===== config.mk =====
export PLATFORM = sky130hd
export DESIGN_NAME = dual_running_median_filter_unit
export DESIGN_NICKNAME = d
export VERILOG_FILES = /design/src/rtl/drmf_pkg.sv /design/src/rtl/dual_running_median_filter_unit.sv /design/src/rtl/drmf_median.sv
export SDC_FILE = /design/constraint.sdc
export NUM_CORES = 2
export LEC_CHECK = 0
export ABC_AREA = 1
export ABC_CLOCK_PERIOD_IN_PS = 22400
export BUFFER_PORTS_ARGS = -buffer_cell sky130_fd_sc_hd__buf_2
export CAP_MARGIN = 20
export CORE_MARGIN = 10
export CORE_UTILIZATION = 40
export DETAILED_ROUTE_END_ITERATION = 12
export GPL_TIMING_DRIVEN = 0
export PLACE_DENSITY = 0.56
export SLEW_MARGIN = 10
export SYNTH_ARGS = -nofsm -noshare
export SYNTH_HDL_FRONTEND = slang
export SYNTH_HIERARCHICAL = 1
export SYNTH_SLANG_ARGS = --single-unit

===== constraint.sdc =====
create_clock -name clock -period 22.4 [get_ports clock]
set_input_delay 4.48 -clock clock [delete_from_list [all_inputs] [get_ports clock]]
set_output_delay 4.48 -clock clock [all_outputs]
set_load 0.01 [all_outputs]

===== src/rtl/drmf_pkg.sv =====
// Shared types and defaults for the dual running median filter.
// No dependencies; imported by every module of the block.
package drmf_pkg;

   // Width of a range field on the request and response channels
   localparam int RANGE_BITS = 16;

   // Default window length and stored sample width
   localparam int WINDOW_LEN_DEF  = 9;
   localparam int SAMPLE_BITS_DEF = 16;

   // One request: a left and a right range sample
   typedef struct packed {
      logic [RANGE_BITS-1:0] left_range_mm;
      logic [RANGE_BITS-1:0] right_range_mm;
   } req_type;

   // One response: held medians and their valid flag
   typedef struct packed {
      logic [RANGE_BITS-1:0] left_distance_mm;
      logic [RANGE_BITS-1:0] right_distance_mm;
      logic                  distance_valid;
   } rsp_type;

endpackage


===== src/rtl/dual_running_median_filter_unit.sv =====
// Dual running median filter: top level with window shift lines and output register.
// Depends on drmf_pkg and drmf_median.
//
// Usage:
//   The request channel (req_valid/req_ready/req_data) carries one left and one
//   right range sample per request. Each request yields exactly one response on
//   rsp_valid/rsp_ready/rsp_data, in order.
//   Each channel keeps the last WINDOW_LEN samples in a shift line. Once the
//   window is full, a request reports the median of the window as it stood
//   before that request's sample was shifted in, so results lag by one request.
//   Until the window first fills, both distances read 0 and distance_valid is 0.
//   Samples beyond the stored width saturate to its largest value.
//   The response is registered and is valid in the cycle after its request is accepted.
//   Throughput: one request per cycle while the receiver takes each response, set
//   by the combinational rank network feeding the response register.
//   Reset clears the fill count and the response valid flag; the window contents
//   are not cleared and are never read before they are written.
//   When the receiver stalls, the response holds and req_ready stays high only
//   if that response is taken in the same cycle.
module dual_running_median_filter_unit #(
   parameter int WINDOW_LEN  = drmf_pkg::WINDOW_LEN_DEF,
   parameter int SAMPLE_BITS = drmf_pkg::SAMPLE_BITS_DEF
) (
   input  logic              clock,
   input  logic              reset,
   input  logic              req_valid,
   output logic              req_ready,
   input  drmf_pkg::req_type req_data,
   output logic              rsp_valid,
   input  logic              rsp_ready,
   output drmf_pkg::rsp_type rsp_data
);
   import drmf_pkg::*;

   localparam int FILL_BITS = $clog2(WINDOW_LEN + 1);
   localparam logic [FILL_BITS-1:0] FILL_FULL = FILL_BITS'(WINDOW_LEN);

   logic                                  req_accept;
   logic                                  window_full;
   logic [FILL_BITS-1:0]                  fill_count_ff, fill_count_in;
   logic [WINDOW_LEN-1:0][SAMPLE_BITS-1:0] left_win_ff, left_win_in;
   logic [WINDOW_LEN-1:0][SAMPLE_BITS-1:0] right_win_ff, right_win_in;
   logic [SAMPLE_BITS-1:0]                left_sample, right_sample;
   logic [SAMPLE_BITS-1:0]                left_median, right_median;
   logic [RANGE_BITS-1:0]                 left_out, right_out;
   logic                                  rsp_valid_ff, rsp_valid_in;
   rsp_type                               rsp_data_ff, rsp_data_in;

   assign req_ready   = !rsp_valid_ff || rsp_ready;
   assign req_accept  = req_valid && req_ready;
   assign window_full = (fill_count_ff == FILL_FULL);

   // Saturate incoming samples to the stored width; narrow medians back out
   generate
      if (SAMPLE_BITS >= RANGE_BITS) begin : g_wide
         assign left_sample  = SAMPLE_BITS'(req_data.left_range_mm);
         assign right_sample = SAMPLE_BITS'(req_data.right_range_mm);
         assign left_out     = left_median[RANGE_BITS-1:0];
         assign right_out    = right_median[RANGE_BITS-1:0];
      end else begin : g_narrow
         assign left_sample  = (|req_data.left_range_mm[RANGE_BITS-1:SAMPLE_BITS]) ?
                               '1 : req_data.left_range_mm[SAMPLE_BITS-1:0];
         assign right_sample = (|req_data.right_range_mm[RANGE_BITS-1:SAMPLE_BITS]) ?
                               '1 : req_data.right_range_mm[SAMPLE_BITS-1:0];
         assign left_out     = RANGE_BITS'(left_median);
         assign right_out    = RANGE_BITS'(right_median);
      end
   endgenerate

   // Median of each window as it stands before this request's shift
   drmf_median #(
      .WINDOW_LEN (WINDOW_LEN),
      .SAMPLE_BITS(SAMPLE_BITS)
   ) u_left_median (
      .window_samples(left_win_ff),
      .median_sample (left_median)
   );

   drmf_median #(
      .WINDOW_LEN (WINDOW_LEN),
      .SAMPLE_BITS(SAMPLE_BITS)
   ) u_right_median (
      .window_samples(right_win_ff),
      .median_sample (right_median)
   );

   // Shift the new sample in at the top, drop the oldest at the bottom
   always_comb begin
      left_win_in   = left_win_ff;
      right_win_in  = right_win_ff;
      fill_count_in = fill_count_ff;
      if (req_accept) begin
         left_win_in  = {left_sample, left_win_ff[WINDOW_LEN-1:1]};
         right_win_in = {right_sample, right_win_ff[WINDOW_LEN-1:1]};
         if (!window_full) begin
            fill_count_in = fill_count_ff + FILL_BITS'(1);
         end
      end
   end

   // Load the response on accept, drop it once taken
   always_comb begin
      rsp_valid_in = rsp_valid_ff;
      rsp_data_in  = rsp_data_ff;
      if (req_accept) begin
         rsp_valid_in                  = 1'b1;
         rsp_data_in.left_distance_mm  = window_full ? left_out : '0;
         rsp_data_in.right_distance_mm = window_full ? right_out : '0;
         rsp_data_in.distance_valid    = window_full;
      end else if (rsp_ready) begin
         rsp_valid_in = 1'b0;
      end
   end

   always_ff @(posedge clock) begin
      if (reset) begin
         fill_count_ff <= '0;
         rsp_valid_ff  <= 1'b0;
      end else begin
         fill_count_ff <= fill_count_in;
         rsp_valid_ff  <= rsp_valid_in;
      end
   end

   always_ff @(posedge clock) begin
      left_win_ff  <= left_win_in;
      right_win_ff <= right_win_in;
      rsp_data_ff  <= rsp_data_in;
   end

   assign rsp_valid = rsp_valid_ff;
   assign rsp_data  = rsp_data_ff;

endmodule


===== src/rtl/drmf_median.sv =====
// Median of one full window, found by ranking every sample against the others.
// Depends on drmf_pkg; purely combinational, instanced once per channel.
module drmf_median #(
   parameter int WINDOW_LEN  = drmf_pkg::WINDOW_LEN_DEF,
   parameter int SAMPLE_BITS = drmf_pkg::SAMPLE_BITS_DEF
) (
   input  logic [WINDOW_LEN-1:0][SAMPLE_BITS-1:0] window_samples,
   output logic [SAMPLE_BITS-1:0]                 median_sample
);
   import drmf_pkg::*;

   localparam int RANK_BITS = $clog2(WINDOW_LEN);
   localparam logic [RANK_BITS-1:0] RANK_MID = RANK_BITS'(WINDOW_LEN / 2);

   logic [RANK_BITS-1:0] rank [WINDOW_LEN];

   // Rank each sample: count smaller ones, break ties by position
   always_comb begin
      for (int i = 0; i < WINDOW_LEN; i++) begin
         rank[i] = '0;
         for (int j = 0; j < WINDOW_LEN; j++) begin
            if (j != i) begin
               if ((window_samples[j] < window_samples[i]) ||
                   ((window_samples[j] == window_samples[i]) && (j < i))) begin
                  rank[i] = rank[i] + RANK_BITS'(1);
               end
            end
         end
      end
   end

   // Ranks form a permutation, so exactly one sample sits at the middle rank
   always_comb begin
      median_sample = '0;
      for (int i = 0; i < WINDOW_LEN; i++) begin
         if (rank[i] == RANK_MID) begin
            median_sample = median_sample | window_samples[i];
         end
      end
   end

endmodule


# After elaboration in Yosys (flattened, before gate mapping)

Cells that the tools add are included.

Bits in read-only memories: 0
Word-level logic and storage cells: 643
Bits in writable memories: 0
Output and inout bits: 35
Bits in registers: 326
Latch bits: 0
Memories: 0

Shift operators: 0
$mul: 0
Multiplexer cells: 164
Reductions and logical operators: 77
Bitwise logic cells: 17
$lt $le $gt $ge: 144
$add $sub $neg: 127
Div/mod/pow operators: 0
Equal/unequal tests: 91

Operators by type and width:

| cell                                                                   | number |
|---|---|
| 16-bit < comparator                                                    | 144 |
| 16-bit equality test                                                   | 72 |
| 4-bit by 1-bit adder with 4-bit output (second input constant)         | 127 |
| 4-bit two-way mux                                                      | 126 |
| 16-bit two-way mux                                                     | 18 |
| 16-bit bitwise OR                                                      | 16 |
| 1-bit logical OR                                                       | 73 |
| 4-bit by 3-bit equality test with 1-bit output (second input constant) | 18 |
| 1-bit two-way mux                                                      | 20 |
| 4-bit equality test (second input constant)                            | 1 |
| 2-bit AND reduction                                                    | 1 |
| 2-bit nonzero test                                                     | 1 |
| 1-bit logical AND                                                      | 1 |
| 1-bit logical NOT                                                      | 1 |
| 1-bit NOT                                                              | 1 |

# Longest topological paths before layout

Depth in word-level cells: 34
Depth in mapped cells: 45

# Modules after synthesis

Netlist, hierarchy kept.

By module, submodules not included:

| module                          | instances | cells each | area an instance (um2) |
|---|---|---|---|
| drmf_median at u_left_median    | 1         | 3,282      | 20,288.2 |
| drmf_median at u_right_median   | 1         | 3,291      | 19,882.8 |
| dual_running_median_filter_unit | 1         | 428        | 10,196.0 |

# Worst setup path before layout

Ideal clock, no wire load.

Path kind: input-to-reg
Start point: input port rsp_ready
End point: register left_win_ff[0] (netlist bit) (enable)
Arrival time: 10.990 ns
Cell stages on the path: 4
Library setup time: 0.672 ns
Setup slack: 10.738 ns
Required time: 21.728 ns
Cell sequence: inv_1 nand2_1 nand2_4 inv_1

Longest elaborated chain between the ends: 2

RTL lines:

| element                | line                                   | text |
|---|---|---|
| start: declaration     | dual_running_median_filter_unit.sv:30  | `input logic rsp_ready,` |
| 1-bit logical OR       | dual_running_median_filter_unit.sv:49  | `assign req_ready = !rsp_valid_ff \|\| rsp_ready;` |
| net req_ready          | dual_running_median_filter_unit.sv:27  | `output logic req_ready,` |
| 1-bit logical AND      | dual_running_median_filter_unit.sv:50  | `assign req_accept = req_valid && req_ready;` |
| net req_accept         | dual_running_median_filter_unit.sv:38  | `logic req_accept;` |
| end signal: assignment | dual_running_median_filter_unit.sv:126 | `left_win_ff <= left_win_in;` |
| end: declaration       | dual_running_median_filter_unit.sv:41  | `logic [WINDOW_LEN-1:0][SAMPLE_BITS-1:0] left_win_ff, left_win_in;` |

The timed path passes the listed nets, and every way through them passes these cells.
A chain may end at the register's enable or synchronous reset.

# Final worst setup path

Start point: input port rsp_ready
End point: output port req_ready

Longest elaborated chain between the ends: 1

RTL lines:

| element          | line |
|---|---|
| 1-bit logical OR | dual_running_median_filter_unit.sv:49 |
| end: declaration | dual_running_median_filter_unit.sv:27 |

Every way passes these cells.

==> flow_summary_export.csv <==
group,metric,value,unit
route,wirelength,191.1,mm
logic_synthesis,syn-instance-count,7001,
sta,rsz0062_at_grt,"false",
worst_hold_path,hold_start,"right_win_ff[115]",
pwr,internal_power,0.001876,W
finish,area_growth,7.828,%
route,drc,0,
grt,grt_pass1_wl,281.1,mm
placed_design,gp_congestion,0.9836,
sta,layout_setup_ws,13020,ps
setup_path,r2r_slack,14690,ps
sta,period_share,41.87,%
route,drtIter0Drc,4165,
route,drt-wirelength-per-cell,21.70,um
logic_synthesis,ys_seq_area_share,19.34,%
setup_path,cp-start-kind,"input port",
setup_path,cp_slowest_cell,"buf_2",
clock_tree,cts_tree,"yes",
run,drv_cap,0,
floorplanning,die_area,0.1405,sq mm
pwr,p_per_area,70.61,mW/mm^2
floorplanning,initial_utilization,40.16,%
setup_path,crit_chain,"buf_2 > inv_1 > nand2_1 > buf_2",
pwr,ir_drop,0.07493,mV
route,vias_per_cell,5.506,
finish,final_util,43.31,%
clock_tree,cts_buffers,44,
setup_path,crit_path_frequent_cell,"buf_2",
pwr,power.switching,0.001959,W
pwr,leakagePower,29.20,nW
sta,max_slew_margin,32.73,%
grt,gr-usage-all-layers,26.23,%
finish,layout_common_cells,"nand2_1 (1832), ha_1 (1276), inv_1 (973), nand3_1 (551), a21oi_1 (505)",
clock_tree,cts_resized,0,
clock_tree,hold_buffers,0,
setup_path,cp-end-kind,"output port",
logic_synthesis,synth_fp_nets,8313,
finish,nNetsFinal,8433,
setup_path,r2r-end,"rsp_data[7]",
worst_hold_path,whs_endpoint,"right_win_ff[99]",
clock_tree,clockBufferDepth,3,
sta,slew_viol_final,0,
pwr,swShare,51.08,%
pwr,comb_power_share,59.2,%
grt,grt_pass1_vias,45060,
finish,drive_gt1_share,6.611,%
sta,clock.fmax,0.1066,GHz
sta,fin_crit,9378,ps
route,wl_met3,9.488,mm
pwr,p_clk_share,19.2,%
logic_synthesis,synth_seq_cells,326,
clock_tree,cts.sink_count,326,
clock_tree,cts_setup_buffers,0,
clock_tree,clkTransAtPathRegs,60,ps
floorplanning,core-area,0.1254,sq mm
clock_tree,htreeDepth,2,
logic_synthesis,synth.cell_area,0.05037,sq mm
route,wl_met2,87.14,mm
grt,grt_start_max_net_pins,111,
floorplanning,die-height,374.9,um
placed_design,post-place-ws,13020,ps
pwr,seqPwrFrac,21.6,%
floorplanning,ios,71,
setup_path,critPathMaxStageDelay,170,ps
setup_path,cp_data_required_time,17920,ps
placed_design,dpl.hpwl,152.1,mm
grt,antenna_found_initial,1,
setup_path,crit_type,"in2out",
grt,grt_overflow,0,
placed_design,port_buffers,70,
clock_tree,root_buffer,"clkbuf_16",
placed_design,dp.cells,8725,
finish,instances_no_fill,8806,
sta,tightest_slew,1001,ps
logic_synthesis,synth.avg_cell_area,7.194,sq um
logic_synthesis,ys_types,52,
logic_synthesis,yosysWarnings,6,
setup_path,reg2regPathDepth,37,
floorplanning,dieWidth,374.9,um
finish,final_common_cell,"nand2_1",
route,routedLengthMet1,76.63,mm
route,vias,48480,
sta,finalSetupViolations,0,
worst_hold_path,hp-class,"reg2reg",
sta,tns,0,ps
route,drt_first_pass_iters,9,
outcome,outcome,"completed",
setup_path,timing.critical_path.arrival,4900,ps
floorplanning,std_cell_rows,130,
clock_tree,clk_latency,650,ps
setup_path,r2r_start,"right_win_ff[111]",
route,highest_layer,"met4",
route,ant_nets,0,
worst_hold_path,holdPathStages,0,
sta,finClkSkew,25.53,ps
sta,timing.final.hold_violations,0,
setup_path,critPathMaxFanout,4,
## worst max-delay path, delay by kind of cell
kind / cells / cell delay [ps]
simple gates: 1 / 110
buf+inv: 3 / 310
## kinds of logic (layout without fill, tap and decap cells)
family	Yosys count	in the layout	share of synthesized area, %
simple gates	3560	3560	32.14
xor+xnor	1	1	0.01739
flops	326	326	19.34
buf+inv	1056	1210	8.280
fa+ha+maj	1276	1276	31.70
compound gates	782	782	8.528
other cells	0	1	0
## routing by layer
layer	global-route usage, %	vias up
met4	20.30	0
met2	43.99	1617
met5	0	-
met3	2.210	479
li1	-	24180
met1	30.88	22210
## worst max-delay path by stage
stage | depth (start not counted) | slack, ps | startpoint | endpoint
global placement | 5 | 6840 | rsp_ready | left_win_ff[111]
CTS | 4 | 13020 | rsp_ready | req_ready
floorplan | 4 | 10740 | rsp_ready | left_win_ff[0]
finish | 4 | 13020 | rsp_ready | req_ready
detailed placement | 4 | 13020 | rsp_ready | req_ready
global route | 4 | 12990 | rsp_ready | req_ready
## state kept, by name (all words and copies together), names as in the netlist
name / count
rsp_valid: 1
right_win_ff: 144
fill_count_ff: 4
left_win_ff: 144
rsp_data: 33
## cell usage after synthesis (all sizes together)
library cell / instances / area [sq um]
o21bai: 21 / 157.7
and2: 9 / 56.30
a21oi: 520 / 2711
xor2: 1 / 8.760
nand4: 348 / 2192
a31oi: 3 / 18.77
a21o: 23 / 172.7
o21ai: 158 / 798.3
o2111ai: 4 / 35.03
clkinv: 6 / 23.77
inv: 999 / 3752
a21boi: 9 / 67.57
or2: 44 / 277.8
o21a: 16 / 120.1
a211oi: 4 / 30.03
nor4: 2 / 18.77
nor2: 518 / 2061
o211ai: 18 / 135.1
or3: 1 / 11.26
nand2: 1948 / 7667
edfxtp: 321 / 9639
o31ai: 3 / 22.52
nor3: 51 / 300.3
nand3b: 29 / 217.7
buf: 51 / 394.1
ha: 1276 / 15970
o221ai: 3 / 26.28
dfxtp: 5 / 100.1
nand3: 610 / 3386
## through the flow
stage	cell area (sq um)	hold slack, ps	total power, W
after global routing	54310	492.8	0.004174
final	54310	480.7	0.003835
after detailed placement	52880	463.0	0.003072
after floorplan	50370	450.1	0.002425
after CTS	54310	476.9	0.003825
after global placement	52780	454.0	0.003042
## area by class of cell
cell class	instances	area, sq um
fill	12910	71100
timing repair buffer	74	437.9
clock buffer	48	1116
buffer	51	394.1
sequential	326	9739
clock inverter	32	314.1
inverter	1005	3784
antenna	1	2.502
tap	1650	2064
multi-input combinational	5619	36460
## power groups by stage
| stage | registers, W | logic (W) | clock network, W |
|---|---|---|---|
| 2_1_floorplan | 0.000789 | 0.00164 | 0 |
| 3_3_place_gp | 0.000857 | 0.00219 | 0 |
| 3_5_place_dp | 0.000840 | 0.00223 | 0 |
| 4_1_cts | 0.000828 | 0.00224 | 0.000753 |
| 5_1_grt | 0.000834 | 0.00257 | 0.000772 |
| 6_report | 0.000830 | 0.00227 | 0.000735 |
(Power assumes the default switching activity.)
